[src/sv/gab_pkg.sv]
// Shared constants and table builders for the gamma-correct alpha blender.
`default_nettype none
package gab_pkg;

  localparam int LINEAR_FRAC_BITS_DEF = 16;

  localparam int PIX_W    = 32;
  localparam int CH_W     = 8;
  localparam int NUM_CH   = 4;   // blue, green, red, alpha
  localparam int ALPHA_CH = 3;
  localparam int COLOR_CH = 3;

  localparam int GA_W    = 17;
  localparam int GA_FRAC = 16;
  localparam int GA_ONE  = 65536;
  localparam int GA_HALF = 32768;

  // 4 * 255^2, scale of the square-root compare
  localparam int SRGB_RHS = 260100;
  localparam int QW       = 20;  // width of the integer compare operand
  localparam int SQ_BITS  = 9;   // result bits searched by the root pipeline
  localparam int CH_MAX   = 255;

  // round(c*c * 2^f / 65025)
  function automatic longint lin_color_val(input int c, input int f);
    longint x;
    x = (longint'(c) * longint'(c)) << f;
    return (2 * x + 65025) / 130050;
  endfunction

  // round(a * 2^f / 255)
  function automatic longint lin_alpha_val(input int a, input int f);
    longint x;
    x = longint'(a) << f;
    return (2 * x + 255) / 510;
  endfunction

endpackage
`default_nettype wire

[src/sv/gab_sqrt.sv]
// Bit-per-stage square root search for the colour channels, packs the pixel.
`default_nettype none
module gab_sqrt import gab_pkg::*; (
  input  wire logic             clk,
  input  wire logic             rst,
  input  wire logic             en,
  input  wire logic             in_valid,
  input  wire logic [QW-1:0]    q [COLOR_CH],
  input  wire logic [CH_W-1:0]  alpha,
  output logic                  tail_valid,
  output logic [PIX_W-1:0]      tail_pixel
);

  localparam int NB = SQ_BITS;
  localparam int KW = NB + 1;

  logic              vld [NB];
  logic [QW-1:0]     q_p [NB][COLOR_CH];
  logic [NB-1:0]     n_p [NB][COLOR_CH];
  logic [CH_W-1:0]   a_p [NB];

  for (genvar j = 0; j < NB; j++) begin : g_stage
    logic            vi;
    logic [QW-1:0]   qi [COLOR_CH];
    logic [NB-1:0]   ni [COLOR_CH];
    logic [CH_W-1:0] ai;
    logic [NB-1:0]   t  [COLOR_CH];
    logic [KW-1:0]   k  [COLOR_CH];
    logic [2*KW-1:0] sq [COLOR_CH];

    if (j == 0) begin : g_first
      assign vi = in_valid;
      assign qi = q;
      assign ai = alpha;
      for (genvar c = 0; c < COLOR_CH; c++) begin : g_zero
        assign ni[c] = '0;
      end
    end else begin : g_next
      assign vi = vld[j-1];
      assign qi = q_p[j-1];
      assign ni = n_p[j-1];
      assign ai = a_p[j-1];
    end

    // trial bit kept when (2t-1)^2 <= q
    always_comb begin
      for (int c = 0; c < COLOR_CH; c++) begin
        t[c]  = ni[c] | (NB'(1) << (NB - 1 - j));
        k[c]  = {t[c], 1'b0} - KW'(1);
        sq[c] = (2*KW)'(k[c]) * (2*KW)'(k[c]);
      end
    end

    always_ff @(posedge clk) begin
      if (rst) begin
        vld[j] <= 1'b0;
      end else if (en) begin
        vld[j] <= vi;
      end
    end

    always_ff @(posedge clk) begin
      if (en) begin
        for (int c = 0; c < COLOR_CH; c++) begin
          n_p[j][c] <= (QW'(sq[c]) <= qi[c]) ? t[c] : ni[c];
        end
        q_p[j] <= qi;
        a_p[j] <= ai;
      end
    end
  end

  assign tail_valid = vld[NB-1];

  always_comb begin
    tail_pixel = '0;
    for (int c = 0; c < COLOR_CH; c++) begin
      tail_pixel[CH_W*c +: CH_W] = (|n_p[NB-1][c][NB-1:CH_W]) ? CH_W'(CH_MAX)
                                                               : n_p[NB-1][c][CH_W-1:0];
    end
    tail_pixel[CH_W*ALPHA_CH +: CH_W] = a_p[NB-1];
  end

endmodule
`default_nettype wire

[config.mk]
export PLATFORM = sky130hd
export DESIGN_NAME = gab_sqrt
export DESIGN_NICKNAME = d
export VERILOG_FILES = /design/src/sv/gab_pkg.sv /design/src/sv/gab_sqrt.sv
export SDC_FILE = /design/constraint.sdc
export NUM_CORES = 2
export LEC_CHECK = 0
export ABC_AREA = 1
export BUFFER_PORTS_ARGS = -buffer_cell sky130_fd_sc_hd__buf_2
export CORE_MARGIN = 2
export CORE_UTILIZATION = 65
export DETAILED_ROUTE_END_ITERATION = 7
export GPL_TIMING_DRIVEN = 0
export PLACE_DENSITY = 0.82
export SYNTH_ARGS = -nofsm -noshare
export SYNTH_HDL_FRONTEND = slang
export SYNTH_SLANG_ARGS = --single-unit
[constraint.sdc]
create_clock -name clk -period 17.62 [get_ports clk]
set_input_delay 5.286 -clock clk [delete_from_list [all_inputs] [get_ports clk]]
set_output_delay 5.286 -clock clk [all_outputs]
set_load 0.005 [all_outputs]
==> impl_metrics.csv <==
group,metric,value,unit
layout,layout.cells.non_filler,8024,
clocking,cts_buffer_depth,3,
layout,syn_to_final_growth,7.39,%
clocking,clk_latency,0.67,ns
worst_setup_path,path_cells,"or2_2 -> buf_2",
route,routedWlPerCell,15.1,µm
global_route,grt_antenna_before_repair,1,
worst_setup_path,r2r_start,"n_p[7][14]",
yosys,synth-compound-area-share,6.04,%
worst_setup_path,reg2reg_slack,11.30,ns
sta,fin_crit_sh,39.0,%
placed_design,dp.cells,7891,
clocking,tritoncts,"built",
job,cap_violations,0,
layout,final_common_cell,"inv_1",
sta,whs,0.412,ns
sta,fmax,0.146,GHz
clocking,postCtsSetupBuffers,0,
die,die_h,318,µm
layout,layout_common_cells,"inv_1, ha_1, nand2_1",
worst_setup_path,end_kind,"output port",
global_route,grt_use_total,24.7,%
sta,rsz0062_at_grt,"no",
route,routed_wl,121000,µm
yosys,synthDistinctLibCells,39,
yosys,synthSimpleGateAreaFrac,10.4,%
sta,tightest_slew,0.757,ns
global_route,grt_pass1_vias,45000,
worst_setup_path,cp_slowest_cell,"edfxtp_1",
yosys,synth_top_flop_cell,"edfxtp_1",
sta,finalSetupViolCount,0,
route,dr.pass1.iters,8,
placed_design,io_buffer_count,104,
route,avgViaCountPerCell,5.39,
worst_setup_path,ff2ff_path_depth,29,
route,initialDrtViolationCount,2505,
route,drtAntennaViolNets,0,
die,rows,115,
clocking,cts.sink_count,696,
sta,finalCriticalPeriod,6.87,ns
min_path,whs_path_depth,0,
yosys,synthAdderAreaFrac,37.5,%
route,route.vias.total,43200,
global_route,grt_max_degree,140,
yosys,synthCells,6493,
placed_design,dpl.hpwl,97600,µm
layout,nets,8402,
global_route,grt-ovfl-total,0,
die,initial_core_util,65.4,%
route,drcViolationCount,0,
yosys,synthXorXnorAreaFrac,4.30,%
worst_setup_path,crit_type,"flop to output port",
layout,drive_gt1_share,4.25,%
yosys,synth_seq_area_share,32.6,%
sta,fin_worst_skew,0.0366,ns
worst_setup_path,crit_path_max_incr_delay,0.47,ns
layout,diodes,0,
placed_design,gp_congestion,0.934,
layout,num-fill-cells,6998,
clocking,htreeDepth,3,
clocking,cts_hold_buf,0,
status,status,"finished clean",
yosys,synth-edff-count,696,
layout,final_core_util,70.3,%
worst_setup_path,worstPathArrival,1.58,ns
clocking,cts-root-buf,"clkbuf_16",
yosys,synthArstFlopShare,0,%
min_path,hold_class,"flop to flop",
worst_setup_path,critPathMaxFanout,8,
clocking,clkTransAtPathRegs,0.06,ns
yosys,synth_top_family_by_area,"adder cells",
worst_setup_path,cp-startpoint,"n_p[8][17]",
sta,hold_viol,0,
clocking,cts_resized,0,
worst_setup_path,reg2reg_to,"n_p[8][9]",
worst_setup_path,worstPathRequired,12.33,ns
yosys,synth_mux_area_share,0,%
die,die_w,318,µm
sta,relSlewSlack,49.5,%
worst_setup_path,cp-start-kind,"flop",
yosys,ys_warn_count,0,
sta,drv_slew,0,
clocking,cts_buffers,76,
min_path,whs_endpoint,"a_p[0][14]",
sta,totalNegativeSetupSlack,0,ns
min_path,min_from,"a_p[0][6]",
die,core_area,98100,µm²
global_route,grt_pass1_wl,208000,µm
yosys,avgSynthCellArea,9.89,µm²
yosys,netlist_area,64200,µm²
die,ios,105,
die,dieArea,101000,µm²
yosys,synth-seq-cells,696,
[critical path, delay by kind of cell, from the launching register on]
family        cells  cell delay (ns)
buf+inv           1             0.13
flops             1             0.47
simple gates      1             0.33
[stage by stage]
stage / worst slack [ns] / instance area, µm²
floorplan: 11.61 / 64200
global placement: -1.15 / 66300
detailed placement: 10.20 / 66500
CTS: 10.71 / 68900
global route: 10.68 / 68900
finish: 10.75 / 68900
[worst max path at each step]
| stage | endpoint | slack [ns] | cells past startpoint |
|---|---|---|---|
| 3_3_place_gp | vld[5] | -1.15 | 3 |
| 2_1_floorplan | n_p[0][17] | 11.61 | 4 |
| 5_1_grt | tail_pixel[13] | 10.68 | 2 |
| 6_report | tail_pixel[9] | 10.75 | 2 |
| 3_5_place_dp | n_p[8][16] | 10.20 | 3 |
| 4_1_cts | tail_pixel[9] | 10.71 | 2 |
[cell usage after synthesis (all sizes together) (72+ instances only)]
library cell	count	share of area, %
edfxtp	696	33
nand2	870	5.1
nor2	273	1.6
fa	459	14
xnor2	136	1.9
inv	1531	9.0
o21ai	181	1.4
ha	1189	23
a21oi	359	2.8
nand3	190	1.5
xor2	179	2.4
nand4	72	0.70
[per-layer routing]
metal / up-vias / GRT usage (%) / share of wire, %
li1: 21400 / - / -
met1: 20600 / 31.4 / 42
met2: 967 / 44.7 / 51
met3: 218 / 2.79 / 4.5
met4: 0 / 7.11 / 2.4
met5: - / 0 / 0
[layout make-up]
type | instances | area [µm²] | area share [%]
multi-input combinational | 4223 | 37400 | 54.2
sequential | 696 | 20900 | 30.3
inverter | 1531 | 5750 | 8.34
clock buffer | 86 | 1940 | 2.81
tap | 1287 | 1610 | 2.34
timing repair buffer | 109 | 668 | 0.969
clock inverter | 47 | 518 | 0.751
buffer | 45 | 201 | 0.292
[flip-flops by register name (all words and copies together) (netlist names)]
signal and count:
q_p 480, n_p 135, a_p 72, vld 9
[cells by family after synthesis]
| logic type | count (synthesis) |
|---|---|
| compound gates | 695 |
| xor+xnor | 315 |
| other cells | 1 |
| flops | 696 |
| buf+inv | 1576 |
| simple gates | 1562 |
| fa+ha+maj | 1648 |
Power is left out: the tool's default activity adds up to more than one toggle a clock period on the data nets, which glitch-free logic cannot reach.
