--- config.mk ---
export PLATFORM = sky130hd
export DESIGN_NAME = gab_mix
export DESIGN_NICKNAME = d
export VERILOG_FILES = /design/src/sv/gab_pkg.sv /design/src/sv/gab_mix.sv
export SDC_FILE = /design/constraint.sdc
export NUM_CORES = 2
export LEC_CHECK = 0
export BUFFER_PORTS_ARGS = -buffer_cell sky130_fd_sc_hd__buf_2
export CAP_MARGIN = 20
export CORE_ASPECT_RATIO = 1.1
export CORE_UTILIZATION = 57
export DETAILED_ROUTE_END_ITERATION = 6
export HOLD_SLACK_MARGIN = 0.06
export PLACE_DENSITY_LB_ADDON = 0.1
export SKIP_CTS_REPAIR_TIMING = 1
export SYNTH_ARGS = -nofsm -noshare
export SYNTH_HDL_FRONTEND = slang
export SYNTH_SLANG_ARGS = --single-unit
--- constraint.sdc ---
create_clock -name clk -period 26.8 [get_ports clk]
set_clock_uncertainty 0.05 [all_clocks]
set_input_delay 4.02 -clock clk [delete_from_list [all_inputs] [get_ports clk]]
set_output_delay 4.02 -clock clk [all_outputs]
set_load 0.02 [all_outputs]
--- src/sv/gab_pkg.sv ---
// Shared constants and table builders for the gamma-correct alpha blender.
`default_nettype none
package gab_pkg;

  localparam int LINEAR_FRAC_BITS_DEF = 16;

  localparam int PIX_W    = 32;
  localparam int CH_W     = 8;
  localparam int NUM_CH   = 4;   // blue, green, red, alpha
  localparam int ALPHA_CH = 3;
  localparam int COLOR_CH = 3;

  localparam int GA_W    = 17;
  localparam int GA_FRAC = 16;
  localparam int GA_ONE  = 65536;
  localparam int GA_HALF = 32768;

  // 4 * 255^2, scale of the square-root compare
  localparam int SRGB_RHS = 260100;
  localparam int QW       = 20;  // width of the integer compare operand
  localparam int SQ_BITS  = 9;   // result bits searched by the root pipeline
  localparam int CH_MAX   = 255;

  // round(c*c * 2^f / 65025)
  function automatic longint lin_color_val(input int c, input int f);
    longint x;
    x = (longint'(c) * longint'(c)) << f;
    return (2 * x + 65025) / 130050;
  endfunction

  // round(a * 2^f / 255)
  function automatic longint lin_alpha_val(input int a, input int f);
    longint x;
    x = longint'(a) << f;
    return (2 * x + 255) / 510;
  endfunction

endpackage
`default_nettype wire

--- src/sv/gab_mix.sv ---
// Over operator and root-operand scaling (three register stages).
`default_nettype none
module gab_mix import gab_pkg::*; #(
  parameter int F = LINEAR_FRAC_BITS_DEF
) (
  input  wire logic           clk,
  input  wire logic           rst,
  input  wire logic           en,
  input  wire logic           in_valid,
  input  wire logic [F:0]     src_lin [NUM_CH],
  input  wire logic [F:0]     dst_lin [NUM_CH],
  output logic                out_valid,
  output logic [QW-1:0]       q [COLOR_CH],
  output logic [CH_W-1:0]     alpha
);

  localparam int LW = F + 1;
  localparam int RW = F + 2;
  localparam int MW = 2 * LW;
  localparam int SW = RW + 18;
  localparam int AW = RW + 8;

  localparam logic [LW-1:0] ONE    = {1'b1, {F{1'b0}}};
  localparam logic [MW-1:0] HALF_M = MW'(1) << (F - 1);
  localparam logic [AW-1:0] HALF_A = AW'(1) << (F - 1);

  // stage C: one minus source alpha
  logic          c_valid;
  logic [LW-1:0] c_inv;
  logic [LW-1:0] c_src [NUM_CH];
  logic [LW-1:0] c_dst [NUM_CH];

  always_ff @(posedge clk) begin
    if (rst) begin
      c_valid <= 1'b0;
    end else if (en) begin
      c_valid <= in_valid;
    end
  end

  // scaled alpha never exceeds one, so no clamp needed
  always_ff @(posedge clk) begin
    if (en) begin
      c_inv <= ONE - src_lin[ALPHA_CH];
      c_src <= src_lin;
      c_dst <= dst_lin;
    end
  end

  // stage D: inv * dst, rounded, plus source
  logic          d_valid;
  logic [RW-1:0] d_res [NUM_CH];
  logic [MW-1:0] mp    [NUM_CH];

  always_comb begin
    for (int i = 0; i < NUM_CH; i++) begin
      mp[i] = MW'(c_inv) * MW'(c_dst[i]) + HALF_M;
    end
  end

  always_ff @(posedge clk) begin
    if (rst) begin
      d_valid <= 1'b0;
    end else if (en) begin
      d_valid <= c_valid;
    end
  end

  always_ff @(posedge clk) begin
    if (en) begin
      for (int i = 0; i < NUM_CH; i++) begin
        d_res[i] <= mp[i][MW-1:F] + RW'(c_src[i]);
      end
    end
  end

  // stage E: root operand floor(260100*r / 2^F); alpha back to 8 bits
  logic [SW-1:0] rhs [COLOR_CH];
  logic [AW-1:0] av;

  always_comb begin
    for (int i = 0; i < COLOR_CH; i++) begin
      rhs[i] = SW'(d_res[i]) * SW'(SRGB_RHS);
    end
    av = AW'(d_res[ALPHA_CH]) * AW'(CH_MAX) + HALF_A;
  end

  always_ff @(posedge clk) begin
    if (rst) begin
      out_valid <= 1'b0;
    end else if (en) begin
      out_valid <= d_valid;
    end
  end

  always_ff @(posedge clk) begin
    if (en) begin
      for (int i = 0; i < COLOR_CH; i++) begin
        q[i] <= rhs[i][F+QW-1:F];
      end
      alpha <= (|av[AW-1:F+CH_W]) ? CH_W'(CH_MAX) : av[F+CH_W-1:F];
    end
  end

endmodule
`default_nettype wire

==> run metrics <==
async set-or-reset flop fraction in the synthesized netlist 0%; DR iter-0 viols 2138; Worst path max stage delay 710 ps; Seq cells post-synth 295; maxcap violations 0; R2R cell count 31; layout net count 8597; Fmax 0.104 GHz; origin of the worst min-delay path d_valid$_SDFFE_PP0P_; routed len/inst 17.8 um; worst r2r src c_inv[7]$_DFFE_PP_; total die area 0.111 mm^2; DR pass1 iterations 5; Setup crit start c_inv[7]$_DFFE_PP_; CP Launch Type flop; Setup TNS 0 ps; grt ovf 0; final-layout fill cell count 9260; Setup violations, final 0; die width 318 um; Crit. End Element flop; post-synthesis cell type count 73; FP Rows 127; Setup Crit Path Kind flop to flop; htree depth 2; initial antenna violation count 5; fin crit share 35.9%; Main synth FF type edfxtp_1; Cells after Synth 6306; port bufs 208; Hold/Removal Path Class flop to flop; clock sink count 295; Synthesized Nets 8510; top post-synthesis cells by area fa_1 (38%), ha_1 (18%), edfxtp_1 (14%); Worst Path Required 27100 ps; die height 349 um; post-synth top area cell fa_1; RSZ-0062 raised after global routing no; largest net degree at the start of global routing 70; Initial Util 57.5%; worst-path maximum fanout 68; crit path DAT 9930 ps; max_slew headroom 28.0%; post-route ant nets 0; layout cells sized above 1 4.98%; Hold Vio Cnt, Final 0; Worst-path clk slew 60 ps; Post-synth EDFFs 292; TritonCTS buffer count 40; CTS root buffer clkbuf_16; core box area 0.109 mm^2; via count 41600; top-area cell type share of the netlist area 38.0%; reg2reg setup slack 17170 ps; clock buffer depth 3; min Tclk post-route 9630 ps; register area share after synthesis 14.1%; worst slew pin tran 1070 ps; # IOs 209; CTS tree done; slowest CP cell buf_4; Mean Syn Cell Area 9.92 um^2; most used cell, CP fa_1; final WL 140 mm; vias in the first global route 44200; Post-DP HPWL 112 mm; Layout area overhead 5.93%; overall routing resource usage 26.3%; area of the multi-input gates 0.0471 mm^2; Syn. warnings 0; later-pin clock latency in the skew report 620 ps; gpl congestion 0.881; Synth Cell Area 0.0626 mm^2; outcome finished, final reports clean; worst hold stages 2; Final Max Tran Viols 0; first-pass GRT wire length 231 mm; FF/Latch Area 0.00883 mm^2; Vias/cell 5.30; DRC 0
## routing by layer
layer	routed length, um	vias to the layer above	GRT usage [%]
li1	-	19400	-
met1	63000	21100	36.0
met2	67000	921	44.7
met3	6390	189	2.82
met4	3480	4	6.86
met5	19	-	0
## final timing paths
check,to
worst min register to register,d_valid$_SDFFE_PP0P_
worst min-delay path,d_valid$_SDFFE_PP0P_
worst max-delay path,d_res[3][17]$_DFFE_PP_
worst max register to register,d_res[3][17]$_DFFE_PP_
## sequential cells by signal (all words and copies together) (netlist names)
signal     count
out_valid      1
c_dst         68
q             60
alpha          8
c_valid        1
c_inv         17
c_src         67
d_valid        1
d_res         72
## final cells by class
class	instances	area share (%)
sequential	295	13.3
multi-input combinational	4244	71.1
clock inverter	22	0.434
antenna	1	0.00378
clock buffer	51	1.64
inverter	1571	8.90
tap	1419	2.68
timing repair buffer	241	1.96
## cells in the final DEF (no fill, tap or decap), drive strengths merged, types with 5 or more instances in the layout
cell type / n
or3: 15
o41ai: 7
xor2: 55
a21o: 54
a21boi: 7
and3: 21
o31ai: 5
nor4: 7
nor2b: 18
o21bai: 23
o21ai: 70
nand2: 616
or2: 10
o311ai: 6
xnor2: 143
nor3: 48
fa: 1186
a2111oi: 6
a211o: 6
nand4: 20
o21a: 25
o211ai: 9
inv: 1574
buf: 241
a211oi: 19
nand3: 41
nand2b: 17
bufinv: 6
mux2i: 5
and2: 603
ha: 878
clkbuf: 51
edfxtp: 292
nor2: 136
clkinv: 12
a31oi: 13
a21oi: 122
## logic make-up (layout without fill, tap and decap cells)
kind of cell	after synthesis	count (layout)	share of synthesized area, %
other	0	1	0
buffers and inverters	1767	1885	10.6
multiplexers	5	5	0.0800
AND/OR/NAND/NOR	1566	1566	12.5
XOR/XNOR	199	199	2.81
adder cells (fa/ha/maj)	2064	2064	55.5
flip-flops	295	295	14.1
AO/OA/AOI/OAI	410	410	4.37
## worst max-delay path, delay by kind of cell (launching register included)
kind | cells | cell delay [ps]
flops | 1 | 310
simple gates | 6 | 960
compound gates | 11 | 3260
buf+inv | 5 | 960
fa+ha+maj | 8 | 3450
xor+xnor | 1 | 370
## Yosys cell counts, types with 9 or more instances
library cell / n
inv_1: 1571
fa_1: 1186
ha_1: 878
nand2_1: 616
and2_1: 603
edfxtp_1: 292
clkbuf_1: 195
xnor2_1: 143
nor2_1: 136
a21oi_1: 121
xor2_1: 55
a21o_1: 54
nor3_1: 48
o21ai_0: 45
nand3_1: 41
o21a_1: 25
o21ai_1: 24
o21bai_1: 23
and3_1: 21
nand4_1: 20
nor2b_1: 18
a211oi_1: 17
nand2b_1: 17
or3_1: 15
a31oi_1: 13
o211ai_1: 9
or2_2: 9
## stage by stage
step	cells	instance area [um^2]	hold slack (ps)	worst slack [ps]	utilization, %
after detailed placement	7770	64900	433	17210	59.6
final	7844	66300	442	17170	60.9
after global routing	7844	66300	478	16820	60.9
after global placement	7770	64900	425	17310	59.6
after CTS	7843	66300	449	17190	60.9
after floorplan	6306	62600	410	18300	-
Power is not shown: default switching activity piles up to over one toggle a cycle in this logic, so the estimate is an artifact.
