### src/sv/gab_pkg.sv
// Shared constants and table builders for the gamma-correct alpha blender.
`default_nettype none
package gab_pkg;

  localparam int LINEAR_FRAC_BITS_DEF = 16;

  localparam int PIX_W    = 32;
  localparam int CH_W     = 8;
  localparam int NUM_CH   = 4;   // blue, green, red, alpha
  localparam int ALPHA_CH = 3;
  localparam int COLOR_CH = 3;

  localparam int GA_W    = 17;
  localparam int GA_FRAC = 16;
  localparam int GA_ONE  = 65536;
  localparam int GA_HALF = 32768;

  // 4 * 255^2, scale of the square-root compare
  localparam int SRGB_RHS = 260100;
  localparam int QW       = 20;  // width of the integer compare operand
  localparam int SQ_BITS  = 9;   // result bits searched by the root pipeline
  localparam int CH_MAX   = 255;

  // round(c*c * 2^f / 65025)
  function automatic longint lin_color_val(input int c, input int f);
    longint x;
    x = (longint'(c) * longint'(c)) << f;
    return (2 * x + 65025) / 130050;
  endfunction

  // round(a * 2^f / 255)
  function automatic longint lin_alpha_val(input int a, input int f);
    longint x;
    x = longint'(a) << f;
    return (2 * x + 255) / 510;
  endfunction

endpackage
`default_nettype wire

### src/sv/gab_skid.sv
// Output register with one skid entry; freezes the pipeline while the skid is full.
`default_nettype none
module gab_skid import gab_pkg::*; (
  input  wire logic             clk,
  input  wire logic             rst,
  input  wire logic             tail_valid,
  input  wire logic [PIX_W-1:0] tail_pixel,
  output logic                  full,
  output logic                  out_valid,
  input  wire logic             out_stall,
  output logic [PIX_W-1:0]      blended_pixel
);

  logic             skid_data_valid;
  logic [PIX_W-1:0] skid_data;
  logic             take;

  assign take = out_valid & ~out_stall;
  assign full = skid_data_valid;

  always_ff @(posedge clk) begin
    if (rst) begin
      out_valid       <= 1'b0;
      skid_data_valid <= 1'b0;
    end else if (skid_data_valid) begin
      if (take) begin
        out_valid       <= 1'b1;
        skid_data_valid <= 1'b0;
      end
    end else if (!out_valid || take) begin
      out_valid <= tail_valid;
    end else if (tail_valid) begin
      skid_data_valid <= 1'b1;
    end
  end

  always_ff @(posedge clk) begin
    if (skid_data_valid) begin
      if (take) begin
        blended_pixel <= skid_data;
      end
    end else if (!out_valid || take) begin
      blended_pixel <= tail_pixel;
    end else begin
      skid_data <= tail_pixel;
    end
  end

endmodule
`default_nettype wire

### config.mk
export PLATFORM = sky130hd
export DESIGN_NAME = gab_skid
export DESIGN_NICKNAME = d
export VERILOG_FILES = /design/src/sv/gab_pkg.sv /design/src/sv/gab_skid.sv
export SDC_FILE = /design/constraint.sdc
export NUM_CORES = 1
export LEC_CHECK = 0
export BUFFER_PORTS_ARGS = -buffer_cell sky130_fd_sc_hd__buf_4
export CORE_ASPECT_RATIO = 1.2
export CORE_MARGIN = 4
export CORE_UTILIZATION = 50
export CTS_CLUSTER_SIZE = 20
export DETAILED_ROUTE_END_ITERATION = 16
export PLACE_DENSITY = 0.77
export SKIP_LAST_GASP = 1
export SLEW_MARGIN = 20
export SYNTH_ARGS = -nofsm -noshare
export SYNTH_HDL_FRONTEND = slang
export SYNTH_SLANG_ARGS = --single-unit
export TNS_END_PERCENT = 1
### constraint.sdc
create_clock -name clk -period 7.5 [get_ports clk]
set_input_delay 1.5 -clock clk [delete_from_list [all_inputs] [get_ports clk]]
set_output_delay 1.5 -clock clk [all_outputs]
set_load 0.01 [all_outputs]
==> results.py, run 1 <==
metrics = {
    "timing": {
        "finalHoldViolCount": 0,
        "period_share_pct": 37.6,
        "final.setup.tns_ns": 0,
        "rsz0062_at_grt": "false",
        "drv_slew": 0,
        "setup_viol": 0,
        "final.min_clock_period_ns": 2.82,
        "fmax_ghz": 0.355,
        "max_slew_margin_pct": 45.2,
        "worstMarginPinSlew_ns": 0.805,
        "clock_skew_ns": 0.00515,
    },
    "final_layout": {
        "n_antenna_cell": 0,
        "n_fill_cell": 340,
        "nets": 224,
        "stdcell_count": 253,
        "final_util_pct": 65.8,
        "final_area_um2": 3250,
        "drive_gt1_share_pct": 61.1,
        "syn2layout_area_growth_pct": 27.8,
    },
    "floorplan": {
        "coreArea_um2": 4940,
        "die_area_um2": 6300,
        "initial_utilization_pct": 51.5,
        "rows": 28,
        "die_y_um": 86.2,
        "ioPinCount": 70,
        "die_x_um": 73.1,
    },
    "clock_network": {
        "root_buffer": "clkbuf_8",
        "clk_latency_ns": 0.33,
        "holdBufCountCts": 0,
        "clk_path_buf_depth": 2,
        "cts-buffers-inserted": 9,
        "clkTransAtPathRegs_ns": 0.07,
        "cts_setup_buffers": 0,
        "cts_tree": "done",
        "htree_levels": 3,
        "cts_sinks": 66,
        "cts.repair.resized": 0,
    },
    "placed_design": {
        "place.gp.congestion": 0.668,
        "dp.cells": 237,
        "portBuffers": 69,
        "dpl_cell_area_um2": 3100,
    },
    "routing": {
        "vias": 1270,
        "routed_wl_mm": 4.47,
        "first_pass_iters": 4,
        "highest_layer": "met4",
        "wl_met3_um": 317,
        "drc": 0,
        "wl_met2_mm": 2.33,
        "dr.first_iter.drc_count": 96,
        "m1WireLength_mm": 1.75,
        "drtAntennaViolNets": 0,
        "wl_per_cell_um": 17.7,
        "vias_per_cell": 5.02,
    },
    "pwr": {
        "pwr-share-seq_pct": 57.6,
        "swShare_pct": 21.9,
        "power_frac_comb_pct": 11.9,
        "p_total_uw": 783,
        "clkPwrFrac_pct": 30.5,
        "p_int_uw": 611,
        "max-vdd-ir-drop_mv": 0.182,
        "power_switching_uw": 172,
        "power_density_nw_per_um2": 241,
        "p_leak_nw": 1.29,
    },
    "run": {
        "cap_violations": 0,
    },
    "critical_path": {
        "worst_setup_path_end_kind": "output pin",
        "crit_slowest_cell": "dfxtp_4",
        "crit_arrival_ns": 1.32,
        "cp_cell_sequence": "buf_4",
        "crit_buf_inv": 1,
        "cp-start-kind": "flop",
        "slowest_delay_ns": 0.75,
        "crit_family": "flip-flops",
        "critPathMaxFanout": 38,
        "cp.required_ns": 6.00,
        "crit_type": "reg2out",
    },
    "global_routing": {
        "grt_overflow_total": 0,
        "grt_max_degree": 39,
        "grt_usage_pct": 15.0,
        "grt_pass1_vias": 1347,
        "grt_antenna_before_repair": 0,
        "grt_pass1_wl_mm": 6.86,
    },
    "status": {
        "status": "complete, no violations",
    },
    "hold_path": {
        "hold_class": "reg2reg",
    },
    "logic_synthesis": {
        "seq_area_frac_synth_pct": 77.1,
        "ys_ff_latch": 66,
        "yosys_warnings": 0,
        "synth_cells": 110,
        "synth_area_per_cell_um2": 23.1,
        "netlist_area_um2": 2540,
        "synth_cell_types": 13,
        "syn_nets": 146,
    },
}
## worst paths after layout
check	slack [ns]	end	cells past startpoint	startpoint
max reg2reg	5.45	skid_data[30]	2	full
max	4.68	full	1	full
min reg2reg	0.55	blended_pixel[19]	1	skid_data[19]
min	0.55	blended_pixel[19]	1	skid_data[19]
## registers in the layout, summed over array words and instances, names as in the netlist
name and flops:
out_valid 1, blended_pixel 32, skid_data 32, full 1
## metal layers
metal  GRT usage (%)  vias up
met1            18.1      628
met2            23.9       48
met4            9.06        0
met5               0        -
met3            3.87        6
li1                -      588
## cell type report
cell class | count | area, µm² | area share, %
Tap cell | 60 | 75.1 | 2.31
Clock buffer | 12 | 135 | 4.16
Clock inverter | 4 | 18.8 | 0.577
Sequential cell | 66 | 1970 | 60.4
Multi-Input combinational cell | 40 | 524 | 16.1
Timing Repair Buffer | 71 | 533 | 16.4
## per-stage QoR
step                hold slack, ns  setup slack [ns]
finish                       0.550              4.68
CTS                          0.551              4.32
detailed placement           0.537              4.46
floorplan                    0.523              3.89
global placement             0.531              4.56
global route                 0.567              4.61
## cells in the final DEF (no fill, tap or decap)
cell type / n
dfxtp_4: 1
nor2b_1: 1
mux2i_4: 1
buf_4: 71
nor3_1: 1
a21oi_1: 2
clkinv_2: 3
o21ai_0: 1
nand2b_2: 1
dfxtp_1: 1
mux2_2: 6
clkbuf_8: 9
edfxtp_1: 64
and3b_1: 1
mux2_4: 26
clkinv_1: 1
clkbuf_1: 3
## power groups by stage
stage / combinational (mW) / clock, mW / sequential (mW)
floorplan: 0.0376 / 0 / 0.464
global placement: 0.0924 / 0 / 0.458
detailed placement: 0.0956 / 0 / 0.459
CTS: 0.0956 / 0.245 / 0.452
global route: 0.0989 / 0.261 / 0.454
finish: 0.0932 / 0.238 / 0.451
## logic make-up (layout without fill, tap and decap cells)
kind of cell	count (synthesis)	count (layout)	share of synthesized area (%)
muxes	33	33	18.4
DFF	66	66	77.1
AOI/OAI and AO/OA	3	3	0.590
buffers and inverters	4	87	2.80
and+or+nand+nor	4	4	1.13
## synthesized netlist by cell type
cell | instances | area share, %
nor2b_1 | 1 | 0.25
o21ai_0 | 1 | 0.20
a21oi_1 | 2 | 0.39
and3b_1 | 1 | 0.34
dfxtp_1 | 2 | 1.6
mux2_4 | 26 | 15
edfxtp_1 | 64 | 76
nand2b_2 | 1 | 0.34
mux2i_1 | 1 | 0.39
nor3_1 | 1 | 0.20
buf_12 | 3 | 2.4
buf_6 | 1 | 0.44
mux2_2 | 6 | 2.7
(Power assumes the default switching activity.)
==> inputs of run 2 (changes only) <==
clock period = 2.8 ns   (was 7.5 ns; I/O delays follow)
==> run 2 against run 1 <==
Net effect: via count stayed put; cell count is 0.40% higher; setup slack worse by 3.9 ns; clock skew is 0.0032 ns higher; combinational power grew to 2.7 times the previous value; sequential power grew to 2.7 times the previous value; design area is 0.42% higher; global-route usage hardly changed; routed wire length is 1.9% lower; flip-flop and latch count stayed put; clock-buffer cell count is 3 lower; largest cell class unchanged; largest power group unchanged; highest routed layer unchanged.
==> results.py, run 2 (same netlist as run 1, synthesis figures left out) <==
metrics = {
    "critical_path": {
        "slowest_delay_ns": 0.88,
        "cp_cell_sequence": "buf_4",
        "worst_setup_path_end_kind": "output pin",
        "crit_type": "reg2out",
        "crit_slowest_cell": "dfxtp_2",
        "crit_family": "flip-flops",
        "critPathMaxFanout": 29,
        "crit_buf_inv": 1,
        "cp.required_ns": 2.24,
        "crit_arrival_ns": 1.47,
        "cp-start-kind": "flop",
    },
    "pwr": {
        "clkPwrFrac_pct": 29.9,
        "power_switching_uw": 459,
        "swShare_pct": 22.0,
        "power_density_nw_per_um2": 639,
        "max-vdd-ir-drop_mv": 0.446,
        "p_int_mw": 1.63,
        "p_leak_nw": 1.30,
        "power_frac_comb_pct": 12.3,
        "p_total_mw": 2.09,
        "pwr-share-seq_pct": 57.9,
    },
    "routing": {
        "vias_per_cell": 5.00,
        "first_pass_iters": 4,
        "highest_layer": "met4",
        "routed_wl_mm": 4.39,
        "vias": 1270,
        "dr.first_iter.drc_count": 61,
        "wl_per_cell_um": 17.3,
        "drtAntennaViolNets": 0,
        "wl_met3_um": 312,
        "wl_met2_mm": 2.19,
        "drc": 0,
        "m1WireLength_mm": 1.82,
    },
    "final_layout": {
        "stdcell_count": 254,
        "n_antenna_cell": 0,
        "syn2layout_area_growth_pct": 28.3,
        "n_fill_cell": 348,
        "largestRegisters": "blended_pixel (32), skid_data (32)",
        "final_util_pct": 66.1,
        "final_area_um2": 3270,
        "layout_commonest_cell": "buf_4",
        "nets": 227,
        "drive_gt1_share_pct": 62.9,
        "final_cell_mix": "buf_4, edfxtp_1, mux2_4",
    },
    "timing": {
        "final.setup.tns_ns": 0,
        "period_share_pct": 72.5,
        "finalHoldViolCount": 0,
        "rsz0062_at_grt": "false",
        "fmax_ghz": 0.493,
        "setup_viol": 0,
        "clock_skew_ns": 0.00831,
        "final.min_clock_period_ns": 2.03,
        "worstMarginPinSlew_ns": 0.856,
        "drv_slew": 0,
        "max_slew_margin_pct": 43.0,
    },
    "clock_network": {
        "htree_levels": 3,
        "clk_path_buf_depth": 2,
        "root_buffer": "clkbuf_8",
        "cts-buffers-inserted": 9,
        "holdBufCountCts": 0,
        "cts.repair.resized": 0,
        "clk_latency_ns": 0.33,
        "cts_setup_buffers": 0,
        "cts_tree": "done",
        "cts_sinks": 66,
        "clkTransAtPathRegs_ns": 0.06,
    },
    "hold_path": {
        "hold_class": "in2reg",
    },
    "floorplan": {
        "die_x_um": 73.1,
        "ioPinCount": 70,
        "initial_utilization_pct": 51.5,
        "die_y_um": 86.2,
        "die_area_um2": 6300,
        "coreArea_um2": 4940,
        "rows": 28,
    },
    "global_routing": {
        "grt_pass1_wl_mm": 6.80,
        "grt_antenna_before_repair": 0,
        "grt_usage_pct": 15.0,
        "grt_max_degree": 30,
        "grt_pass1_vias": 1379,
        "grt_overflow_total": 0,
    },
    "placed_design": {
        "dp.cells": 240,
        "place.gp.congestion": 0.677,
        "portBuffers": 69,
        "dpl_cell_area_um2": 3120,
        "dp_hpwl_mm": 3.12,
    },
    "status": {
        "status": "complete, no violations",
    },
    "run": {
        "cap_violations": 0,
    },
}
run 2: cell types whose count changed in the layout (fill, tap and decap cells not counted):
cell / change
buf_4: +3
clkbuf_1: -3
clkinv_2: +1
dfxtp_2: +1
dfxtp_4: -1
run 2: path summary, 6_finish.rpt:
| path | from | to | slack (ns) | cells past startpoint |
|---|---|---|---|---|
| worst max-delay path | full | full | 0.77 | 1 |
| worst min-delay path | rst | out_valid | 0.40 | 2 |
| worst max register to register | full | blended_pixel[29] | 0.97 | 2 |
| worst min register to register | skid_data[28] | blended_pixel[28] | 0.54 | 1 |
run 2: through the flow:
step / setup slack (ns) / hold WS, ns
6_report: 0.771 / 0.397
5_1_grt: 0.679 / 0.370
4_1_cts: 0.723 / 0.371
3_5_place_dp: 0.958 / 0.534
3_3_place_gp: 1.01 / 0.525
2_1_floorplan: 0.128 / 0.523
run 2: power by group through the flow:
| stage | Sequential [mW] | Clock [mW] | Combinational (mW) |
|---|---|---|---|
| after global placement | 1.22 | 0 | 0.253 |
| final | 1.21 | 0.623 | 0.256 |
| after floorplan | 1.24 | 0 | 0.101 |
| after global routing | 1.21 | 0.688 | 0.274 |
| after detailed placement | 1.23 | 0 | 0.260 |
| after CTS | 1.21 | 0.647 | 0.261 |
run 2: final cells by class:
cell class / instances / area, µm² / share of cell area, %
flip-flops and latches: 66 / 1960 / 60.1
multi-input cells: 40 / 524 / 16.1
clock buffers: 9 / 124 / 3.79
well taps: 60 / 75.1 / 2.30
repair buffers: 74 / 556 / 17.0
clock inverters: 5 / 23.8 / 0.728
run 2: layer usage:
| metal | global-route usage (%) | vias up |
|---|---|---|
| met4 | 7.55 | 0 |
| met5 | 0 | - |
| met1 | 19.3 | 626 |
| met2 | 22.3 | 45 |
| met3 | 5.51 | 7 |
| li1 | - | 592 |
